`src/sv/sorted_table_binary_search_defines.svh`:
```
// ----------------------------------------------------------------------------
// Sorted table binary search: assertion macros
// Shared helpers for the concurrent checks at the end of the top level.
// ----------------------------------------------------------------------------
`ifndef SORTED_TABLE_BINARY_SEARCH_DEFINES_SVH
`define SORTED_TABLE_BINARY_SEARCH_DEFINES_SVH

// Same-cycle implication, sampled on clk, off while in reset
`define STBS_ASSERT_NOW(label, ante, cons, msg) \
    label: assert property (@(posedge clk) disable iff (!rst_n) (ante) |-> (cons)) \
        else $error(msg);

// Next-cycle implication, sampled on clk, off while in reset
`define STBS_ASSERT_NEXT(label, ante, cons, msg) \
    label: assert property (@(posedge clk) disable iff (!rst_n) (ante) |=> (cons)) \
        else $error(msg);

`endif

```
`src/sv/stbs_pkg.sv`:
```
// ----------------------------------------------------------------------------
// Sorted table binary search: package
// Beat layouts, command codes, controller states and the control/status
// bundles between the controller and the datapath.
// ----------------------------------------------------------------------------
package stbs_pkg;

    // Field widths
    localparam int POS_W = 5;
    localparam int VAL_W = 32;

    // Input beat layout (s_tdata), lowest bit first
    localparam int S_IDX_LSB  = 0;
    localparam int S_VAL_LSB  = S_IDX_LSB + POS_W;
    localparam int S_KEY_LSB  = S_VAL_LSB + VAL_W;
    localparam int S_LOW_LSB  = S_KEY_LSB + VAL_W;
    localparam int S_HIGH_LSB = S_LOW_LSB + POS_W;
    localparam int S_USED_W   = S_HIGH_LSB + POS_W;
    localparam int S_TDATA_W  = ((S_USED_W + 7) / 8) * 8;

    // Output beat layout (m_tdata)
    localparam int M_TDATA_W  = ((POS_W + 7) / 8) * 8;

    // Command carried in s_tuser
    typedef enum logic {
        CMD_WRITE  = 1'b0,
        CMD_SEARCH = 1'b1
    } cmd_code_t;

    // Controller states
    typedef enum logic {
        ST_IDLE,
        ST_SEARCH
    } state_t;

    // Controller to datapath
    typedef struct packed {
        logic wr_en;   // store one table entry
        logic load;    // start a search: latch key and range
        logic step;    // narrow the range after a miss
        logic emit;    // load the result register
    } dp_cmd_t;

    // Datapath to controller
    typedef struct packed {
        logic range_empty;  // low has passed high
        logic hit;          // probed entry equals the key
        logic out_free;     // result register can take a beat this cycle
    } dp_status_t;

endpackage

```
`src/sv/stbs_ctrl.sv`:
```
// ----------------------------------------------------------------------------
// Sorted table binary search: controller
// Two-state sequencer. Takes write beats at once, runs one search at a time
// and hands its result to the datapath's output register.
// ----------------------------------------------------------------------------
module stbs_ctrl
(
    input  logic                clk,
    input  logic                rst_n,
    input  logic                in_valid,
    input  logic                in_cmd,
    output logic                in_ready,
    input  stbs_pkg::dp_status_t status,
    output stbs_pkg::dp_cmd_t    cmd
);
    import stbs_pkg::*;

    state_t state_reg;
    state_t state_next;

    // State register
    always_ff @(posedge clk or negedge rst_n)
    begin
        if (!rst_n)
        begin
            state_reg <= ST_IDLE;
        end
        else
        begin
            state_reg <= state_next;
        end
    end

    // Next state and commands
    always_comb
    begin
        state_next = state_reg;
        in_ready   = 1'b0;
        cmd        = '0;
        case (state_reg)
            ST_IDLE:
            begin
                in_ready = 1'b1;
                if (in_valid)
                begin
                    if (in_cmd == CMD_SEARCH)
                    begin
                        cmd.load   = 1'b1;
                        state_next = ST_SEARCH;
                    end
                    else
                    begin
                        cmd.wr_en = 1'b1;
                    end
                end
            end
            ST_SEARCH:
            begin
                if (status.range_empty || status.hit)
                begin
                    // finish only when the result register can take the beat
                    if (status.out_free)
                    begin
                        cmd.emit   = 1'b1;
                        state_next = ST_IDLE;
                    end
                end
                else
                begin
                    cmd.step = 1'b1;
                end
            end
            default:
            begin
                state_next = ST_IDLE;
            end
        endcase
    end

endmodule

```
`src/sv/stbs_dp.sv`:
```
// ----------------------------------------------------------------------------
// Sorted table binary search: datapath
// Table memory, search bounds, probe compare and the result register.
// The read address follows the bounds being loaded, so the registered read
// data belongs to the midpoint of the current bounds while the range is not empty.
// ----------------------------------------------------------------------------
module stbs_dp
#(
    parameter int TABLE_DEPTH = 32
)
(
    input  logic                                 clk,
    input  logic                                 rst_n,
    input  stbs_pkg::dp_cmd_t                    cmd,
    output stbs_pkg::dp_status_t                 status,
    input  logic [stbs_pkg::POS_W-1:0]           entry_index,
    input  logic signed [stbs_pkg::VAL_W-1:0]    entry_value,
    input  logic signed [stbs_pkg::VAL_W-1:0]    search_key,
    input  logic [stbs_pkg::POS_W-1:0]           range_low,
    input  logic [stbs_pkg::POS_W-1:0]           range_high,
    input  logic                                 out_ready,
    output logic                                 out_valid,
    output logic                                 found,
    output logic [stbs_pkg::POS_W-1:0]           match_position
);
    import stbs_pkg::*;

    localparam int AW = (TABLE_DEPTH > 1) ? $clog2(TABLE_DEPTH) : 1;
    // bound width: room for every index, one past the top and minus one
    localparam int XW = ((AW > POS_W) ? AW : POS_W) + 2;
    localparam logic signed [XW-1:0] TOP_IDX = XW'(TABLE_DEPTH - 1);
    localparam logic signed [XW-1:0] DEPTH_X = XW'(TABLE_DEPTH);

    logic signed [VAL_W-1:0] mem [TABLE_DEPTH];
    logic signed [VAL_W-1:0] rd_data_reg;
    logic signed [VAL_W-1:0] key_reg;
    logic signed [XW-1:0]    lo_reg;
    logic signed [XW-1:0]    hi_reg;
    logic signed [XW-1:0]    lo_next;
    logic signed [XW-1:0]    hi_next;
    logic signed [XW:0]      sum_cur;
    logic signed [XW:0]      sum_next;
    logic signed [XW-1:0]    mid_cur;
    logic signed [XW-1:0]    mid_next;
    logic signed [XW-1:0]    low_ext;
    logic signed [XW-1:0]    high_ext;
    logic signed [XW-1:0]    widx_ext;
    logic [AW-1:0]           rd_addr;
    logic [AW-1:0]           wr_addr;
    logic                    wr_ok;
    logic                    entry_less;
    logic                    out_valid_reg;
    logic                    found_reg;
    logic [POS_W-1:0]        pos_reg;

    // Widen the 5-bit indices
    assign low_ext  = signed'({{(XW-POS_W){1'b0}}, range_low});
    assign high_ext = signed'({{(XW-POS_W){1'b0}}, range_high});
    assign widx_ext = signed'({{(XW-POS_W){1'b0}}, entry_index});

    // Midpoint of the current bounds
    assign sum_cur = XW'(lo_reg) + XW'(hi_reg) + (XW+1)'(0);
    assign mid_cur = sum_cur[XW:1];

    // Probe compare
    assign entry_less = rd_data_reg < key_reg;

    assign status.range_empty = lo_reg > hi_reg;
    assign status.hit         = !(lo_reg > hi_reg) && (rd_data_reg == key_reg);
    assign status.out_free    = !out_valid_reg || out_ready;

    // Next bounds: load a new range or narrow after a miss
    always_comb
    begin
        lo_next = lo_reg;
        hi_next = hi_reg;
        if (cmd.load)
        begin
            lo_next = low_ext;
            hi_next = (high_ext > TOP_IDX) ? TOP_IDX : high_ext;
        end
        else if (cmd.step)
        begin
            if (entry_less)
            begin
                lo_next = mid_cur + XW'(1);
            end
            else
            begin
                hi_next = mid_cur - XW'(1);
            end
        end
    end

    // Read address tracks the bounds about to be registered
    assign sum_next = {lo_next[XW-1], lo_next} + {hi_next[XW-1], hi_next};
    assign mid_next = sum_next[XW:1];
    assign rd_addr  = mid_next[AW-1:0];

    // Drop writes past the end of the table
    assign wr_ok   = widx_ext < DEPTH_X;
    assign wr_addr = widx_ext[AW-1:0];

    // Table memory: one write port, one registered read port
    always_ff @(posedge clk)
    begin
        if (cmd.wr_en && wr_ok)
        begin
            mem[wr_addr] <= entry_value;
        end
        rd_data_reg <= mem[rd_addr];
    end

    // Search bounds and key
    always_ff @(posedge clk)
    begin
        lo_reg <= lo_next;
        hi_reg <= hi_next;
        if (cmd.load)
        begin
            key_reg <= search_key;
        end
    end

    // Result payload
    always_ff @(posedge clk)
    begin
        if (cmd.emit)
        begin
            found_reg <= status.hit;
            pos_reg   <= status.hit ? mid_cur[POS_W-1:0] : '0;
        end
    end

    // Result valid: set on emit, clear when the beat is taken
    always_ff @(posedge clk or negedge rst_n)
    begin
        if (!rst_n)
        begin
            out_valid_reg <= 1'b0;
        end
        else if (cmd.emit)
        begin
            out_valid_reg <= 1'b1;
        end
        else if (out_ready)
        begin
            out_valid_reg <= 1'b0;
        end
    end

    assign out_valid      = out_valid_reg;
    assign found          = found_reg;
    assign match_position = pos_reg;

endmodule

```
`src/sv/sorted_table_binary_search.sv`:
```
// Operation: a write beat is taken while idle; a search is accepted, then probes one
//   table entry per cycle, at most clog2(TABLE_DEPTH)+1 probes (6 for 32); on a hit
//   or once the range runs empty, its result is registered when the output is free.
// Throughput: write beats every cycle while idle; no new beat is taken until the
//   running search has handed its result to the result register.
// Reset: control state and result valid clear; table contents stay undefined.
// ----------------------------------------------------------------------------
// Sorted table binary search: top level
// Stream wrapper around the search controller and datapath.
// ----------------------------------------------------------------------------
`include "sorted_table_binary_search_defines.svh"

module sorted_table_binary_search
#(
    parameter int TABLE_DEPTH = 32
)
(
    input  logic                              clk,
    input  logic                              rst_n,
    input  logic                              s_tvalid,
    output logic                              s_tready,
    // entry_index, entry_value, search_key, range_low, range_high, zero pad
    input  logic [stbs_pkg::S_TDATA_W-1:0]    s_tdata,
    // cmd
    input  logic                              s_tuser,
    output logic                              m_tvalid,
    input  logic                              m_tready,
    // match_position, zero pad
    output logic [stbs_pkg::M_TDATA_W-1:0]    m_tdata,
    // found
    output logic                              m_tuser
);
    import stbs_pkg::*;

    dp_cmd_t           ctl_cmd;
    dp_status_t        dp_status;
    logic [POS_W-1:0]  match_position;
    logic              found;

    // Controller
    stbs_ctrl u_ctrl
    (
        .clk      (clk),
        .rst_n    (rst_n),
        .in_valid (s_tvalid),
        .in_cmd   (s_tuser),
        .in_ready (s_tready),
        .status   (dp_status),
        .cmd      (ctl_cmd)
    );

    // Datapath
    stbs_dp #(
        .TABLE_DEPTH (TABLE_DEPTH)
    ) u_dp
    (
        .clk            (clk),
        .rst_n          (rst_n),
        .cmd            (ctl_cmd),
        .status         (dp_status),
        .entry_index    (s_tdata[S_IDX_LSB +: POS_W]),
        .entry_value    (signed'(s_tdata[S_VAL_LSB +: VAL_W])),
        .search_key     (signed'(s_tdata[S_KEY_LSB +: VAL_W])),
        .range_low      (s_tdata[S_LOW_LSB +: POS_W]),
        .range_high     (s_tdata[S_HIGH_LSB +: POS_W]),
        .out_ready      (m_tready),
        .out_valid      (m_tvalid),
        .found          (found),
        .match_position (match_position)
    );

    // Pack the result beat
    assign m_tdata = {{(M_TDATA_W-POS_W){1'b0}}, match_position};
    assign m_tuser = found;

    // Checks
    `STBS_ASSERT_NOW(a_emit_free, ctl_cmd.emit, (!m_tvalid || m_tready), "result overwritten")
    `STBS_ASSERT_NEXT(a_busy_after_load, ctl_cmd.load, !s_tready, "input taken during search")
    `STBS_ASSERT_NOW(a_miss_pos_zero, (m_tvalid && !m_tuser), (m_tdata == '0), "miss with position")
    `STBS_ASSERT_NOW(a_one_action, 1'b1, $onehot0(ctl_cmd), "conflicting datapath commands")

endmodule
```
`config.mk`:
```
export PLATFORM = sky130hd
export DESIGN_NAME = sorted_table_binary_search
export DESIGN_NICKNAME = d
export VERILOG_FILES = /design/src/sv/stbs_pkg.sv /design/src/sv/stbs_ctrl.sv /design/src/sv/stbs_dp.sv /design/src/sv/sorted_table_binary_search.sv
export VERILOG_INCLUDE_DIRS = /design/src /design/src/sv
export SDC_FILE = /design/constraint.sdc
export NUM_CORES = 1
export LEC_CHECK = 0
export BUFFER_PORTS_ARGS = -buffer_cell sky130_fd_sc_hd__buf_2
export CORE_MARGIN = 2
export CORE_UTILIZATION = 60
export CTS_BUF_LIST = sky130_fd_sc_hd__clkbuf_4 sky130_fd_sc_hd__clkbuf_8 sky130_fd_sc_hd__clkbuf_16
export CTS_CLUSTER_SIZE = 40
export DETAILED_ROUTE_END_ITERATION = 12
export HOLD_SLACK_MARGIN = 0.06
export PLACE_DENSITY = 0.75
export SYNTH_ARGS = -nofsm -noshare
export SYNTH_HDL_FRONTEND = slang
export SYNTH_SLANG_ARGS = --single-unit
```
`constraint.sdc`:
```
create_clock -name clk -period 13 [get_ports clk]
set_input_delay 2.6 -clock clk [delete_from_list [all_inputs] [get_ports clk]]
set_output_delay 2.6 -clock clk [all_outputs]
set_load 0.01 [all_outputs]
```
## Word-level counts from Yosys, hierarchy flattened

Memories as Yosys holds them, arrays and structs flattened. A register that Yosys moved wholly into a read port is not among the register bits.
Cells that the tools add are included.

| word-level totals | value |
|---|---|
| input bits | 85 |
| logic and storage cells | 49 |
| RAM bits | 1024 |
| memories | 1 |
| output and inout bits | 11 |
| flip-flop bits (word level) | 54 |

Memory list:

| name | depth | width | read ports | clocked after Yosys merged registers in | wr ports | line | RTL |
|---|---|---|---|---|---|---|---|
| u_dp.mem | 32 | 32 | 1 | 1 | 1 | stbs_dp.sv:34 | `logic signed [VAL_W-1:0] mem [TABLE_DEPTH];` |

| cells by class | value |
|---|---|
| reductions and logical operators | 7 |
| order comparisons | 4 |
| equal/unequal tests | 1 |
| bitwise gates (word level) | 1 |
| add/subtract/negate cells | 4 |
| mux-type cells | 24 |

Operator list:

| kind | count |
|---|---|
| two-way mux 7 bit | 6 |
| equality test 32 bit | 1 |
| less-than comparator 32 bit | 1 |
| two-way mux 1 bit | 13 |
| adder 7 x 7 -> 8 bit | 1 |
| adder 7 x 2 -> 7 bit, second input constant | 1 |
| greater-than comparator 7 bit | 1 |
| subtractor 7 x 2 -> 7 bit, second input constant | 1 |
| adder 6 bit | 1 |
| less-than comparator 5 x 6 -> 1 bit, second input constant | 1 |
| two-way mux 2 bit | 3 |
| greater-than comparator 5 bit, second input constant | 1 |
| two-way mux 5 bit | 1 |
| logical AND 1 bit | 2 |
| zero test 1 bit | 2 |
| logical OR 1 bit | 2 |
| case mux 1 bit (2 select lines) | 1 |
| nonzero test 2 bit | 1 |
| NOT 1 bit | 1 |

## Longest topological paths before layout

| logic depth | value |
|---|---|
| word-level depth | 9 |
| depth in mapped cells | 23 |
| gate-level depth less buffers | 20 |

## By module

From an unflattened synthesis, not the netlist that was laid out.

| unflattened totals | value |
|---|---|
| cells, all modules | 2037 |
| area, all modules | 43664.4 µm² |

Modules (own cells, without submodules):

| module | cells an instance | area an instance (µm²) | seq. area each (µm²) | instances |
|---|---|---|---|---|
| stbs_dp | 2025 | 43570.5 | 32836.5 | 1 |
| stbs_ctrl | 8 | 67.6 | 25.0 | 1 |
| sorted_table_binary_search | 4 | 26.3 | 0.0 | 1 |

## Worst setup path before layout

Ideal clock, no wire load.

| path | value |
|---|---|
| path kind | input to register |
| start point | input port s_tuser |
| end point | register u_dp.rd_data_reg[23], read port of u_dp.mem |
| slack | 5.747 ns |
| setup time | 0.121 ns |
| data required time | 12.879 ns |
| data arrival time | 7.132 ns |
| buffers on the path | 4 |
| cell stages on the path | 12 |
| cell sequence | nand3_1 inv_1 clkbuf_1 o21ai_0 fa_1 clkbuf_1 buf_1 buf_1 mux4_2 mux2i_1 mux2i_1 mux2_2 |

RTL lines:

| item | line | RTL |
|---|---|---|
| from (decl) | sorted_table_binary_search.sv:25 | `input logic s_tuser,` |
| to (decl) | stbs_dp.sv:35 | `logic signed [VAL_W-1:0] rd_data_reg;` |

## Worst setup path in the final report

| path | value |
|---|---|
| start point | register u_dp.rd_data_reg[31], read port of u_dp.mem |
| end point | register u_dp.rd_data_reg[9], read port of u_dp.mem |

| between the ends | value |
|---|---|
| cells in the longest elaborated chain, start to end | 8 |
| elaborated cells on any way between the ends | 13 |
| classes of those cells | 1 x add/sub; 1 x order compare; 1 x eq/ne; 8 x mux; 2 x reduce/logical |

Ends and longest elaborated chain:

| item | line | RTL |
|---|---|---|
| parallel branches: the longest is 5 deep, another holds less-than comparator 32 bit | -- |  |
| two-way mux 7 bit (*) | stbs_dp.sv:82 | `else if (cmd.step)` |
| two-way mux 7 bit (*) | stbs_dp.sv:77 | `if (cmd.load)` |
| via u_dp.lo_next[0] | stbs_dp.sv:39 | `logic signed [XW-1:0] lo_next;` |
| adder 6 bit (*) | stbs_dp.sv:96 | `assign sum_next = {lo_next[XW-1], lo_next} + {hi_next[XW-1], hi_next};` |

Mark *: on every way through the listed nets, which the timed path passes.
A chain may end at the register's enable or synchronous reset.

==> qor.yml <==
hpwlAfterDp_mm: 51.41
fmax_mhz: 126.7
maxSlewHeadroom_pct: 17.11
grt_antenna_before_repair: 1
min_delay_path_depth: 2
path_class: "flip-flop to flip-flop"
critPathRequiredTime_ps: 13550
fin_area_um2: 49080
nFillCells: 4352
placed_cell_area_um2: 45510
synthesis.instances: 2028
synth_edf_count: 1062
post_cts_buffers: 0
hp-start: "u_dp.hi_reg[6]$_SDFFE_PP0P_"
reg2reg_to: "u_dp.rd_data_reg[9]$_DFF_P_"
hold_viol_final: 0
first_pass_iters: 5
ioPinCount: 96
largest_reg_flops: 1024
ant_nets: 0
drt_iter0_drc: 2413
path_max_fanout: 116
rows: 98
final_common_cell: "edfxtp_1"
syn_area_um2: 43580
busiest_layer: "met2"
whs_ps: 519.5
die_y_um: 273.5
drive_above_1_share_pct: 29.27
cts-root-buf: "clkbuf_16"
n_antenna_cell: 0
cp.arrival_ps: 8440
grt_overflow: 0
syn_avg_cell_area_um2: 21.49
io_buffers: 91
rrSetupSlack_ps: 5100
setup_violations: 0
grt_start_max_net_pins: 165
grt_usage_pct: 25.55
reg2regPathDepth: 16
nNetsFinal: 2327
die-area_um2: 74800
cts_resized: 0
clock_latency_ps: 690
grt_use_met3_pct: 4.184
r2r-start: "u_dp.rd_data_reg[31]$_DFF_P_"
critPathCaptureType: "flip-flop"
start_kind: "flip-flop"
num_vias: 20560
grt_setup_unrepaired: "false"
tightest_slew_ps: 1234
cts_tree: "done"
post_drt_wl_per_cell_um: 28.85
drc_errors: 0
whs_endpoint: "u_dp.hi_reg[6]$_SDFFE_PP0P_"
gp_congestion: 0.7825
grtUsageMet2_pct: 42.05
grt_pass1_wl_mm: 138.1
synth_cell_type_count: 55
post-route-util_pct: 68.42
grtUsageMet1_pct: 35.57
final_cell_mix: "1062 x edfxtp_1, 256 x mux4_2, 198 x mux2i_1"
grt_pass1_vias: 21210
wl_mm: 93.17
die_width_um: 273.5
holdBufCountCts: 0
fin_crit_sh_pct: 60.73
synth-seq-cells: 1110
skew_ps: 27.74
setup_tns_ps: 0
cts_max_level: 3
outcome: "finished, final reports clean"
maxSlewViolCount: 0
path_clk_slew_ps: 60
cts_buffers: 107
synth-seq-area-share_pct: 75.41
numClockSinks: 1110
async_flop_share_pct: 0.1802
min-delay-path-class: "flip-flop to flip-flop"
syn_to_final_growth_pct: 12.63
clockBufferDepth: 3
cap_violations: 0
min_period_ps: 7895
start_util_pct: 60.75
yosysWarnings: 0
ys.flop_type: "edfxtp_1"
core_um2: 71730
detail_route.vias_per_cell: 6.367
## cell usage after synthesis, drive strengths merged (14+ instances only)
| master | n | area (µm²) |
|---|---|---|
| ha | 52 | 650.6 |
| o21ai | 14 | 73.82 |
| nor2 | 69 | 259.0 |
| buf | 27 | 158.9 |
| mux2 | 32 | 360.4 |
| mux2i | 198 | 1982 |
| nand2 | 26 | 97.59 |
| edfxtp | 1062 | 31890 |
| inv | 49 | 183.9 |
| a21oi | 31 | 155.2 |
| dfxtp | 46 | 920.9 |
| clkbuf | 64 | 240.2 |
| mux4 | 256 | 5766 |
## critical path: stages, from the launching register on
cell,delay (ps)
dfxtp_1,360
ha_1,410
nand4_1,320
nor4_2,950
o311a_1,570
a2111oi_2,190
mux2i_1,250
buf_4,230
mux2i_1,120
or2_2,300
and2_1,180
fa_4,1510
buf_12,720
mux4_2,600
mux2i_1,290
mux2i_1,210
mux2_2,330
## routing by layer
metal  wire length [µm]  up-vias  part of all wire (%)
li1                   -     8672                     -
met1              36720    10770                    39
met2              46650      949                    50
met3               7373      168                   7.9
met4               2425        0                   2.6
met5                  0        -                     0
## cell type report
| type | count | area [µm²] | share of cell area (%) |
|---|---|---|---|
| tap | 950 | 1189 | 2.422 |
| inverter | 49 | 183.9 | 0.3748 |
| multi-input combinational | 780 | 10420 | 21.23 |
| timing repair buffer | 140 | 860.8 | 1.754 |
| clock buffer | 162 | 3172 | 6.463 |
| sequential | 1110 | 32860 | 66.96 |
| clock inverter | 38 | 392.9 | 0.8005 |
## through the flow
step / std cells / setup slack (ps)
after global routing: 3229 / 4782
after global placement: 3029 / 4617
after detailed placement: 3029 / 4491
final: 3229 / 5105
after floorplan: 2030 / 5747
after CTS: 3229 / 4994
## kinds of logic (layout without fill, tap and decap cells)
logic type	after synthesis	in the layout	synth area share [%]
flip-flops	1110	1110	75.41
multiplexers	486	486	18.61
AND/OR/NAND/NOR	149	149	1.622
buffers and inverters	140	389	1.338
AO/OA/AOI/OAI	70	70	1.005
adder cells (fa/ha/maj)	54	54	1.585
XOR/XNOR	18	18	0.4221
other	1	3	0.008606
## worst max-delay path by stage
stage | slack (ps) | endpoint | from
after floorplan | 5750 | u_dp.rd_data_reg[23]$_DFF_P_ | s_tuser
after global placement | 4620 | u_dp.rd_data_reg[9]$_DFF_P_ | s_tuser
after detailed placement | 4490 | u_dp.rd_data_reg[13]$_DFF_P_ | s_tuser
after CTS | 4990 | u_dp.rd_data_reg[9]$_DFF_P_ | u_dp.rd_data_reg[31]$_DFF_P_
after global routing | 4780 | u_dp.rd_data_reg[9]$_DFF_P_ | u_dp.key_reg[31]$_DFFE_PP_
final | 5100 | u_dp.rd_data_reg[9]$_DFF_P_ | u_dp.rd_data_reg[31]$_DFF_P_
Power is not shown: default switching activity piles up to over one toggle a cycle in this logic, so the estimate is an artifact.
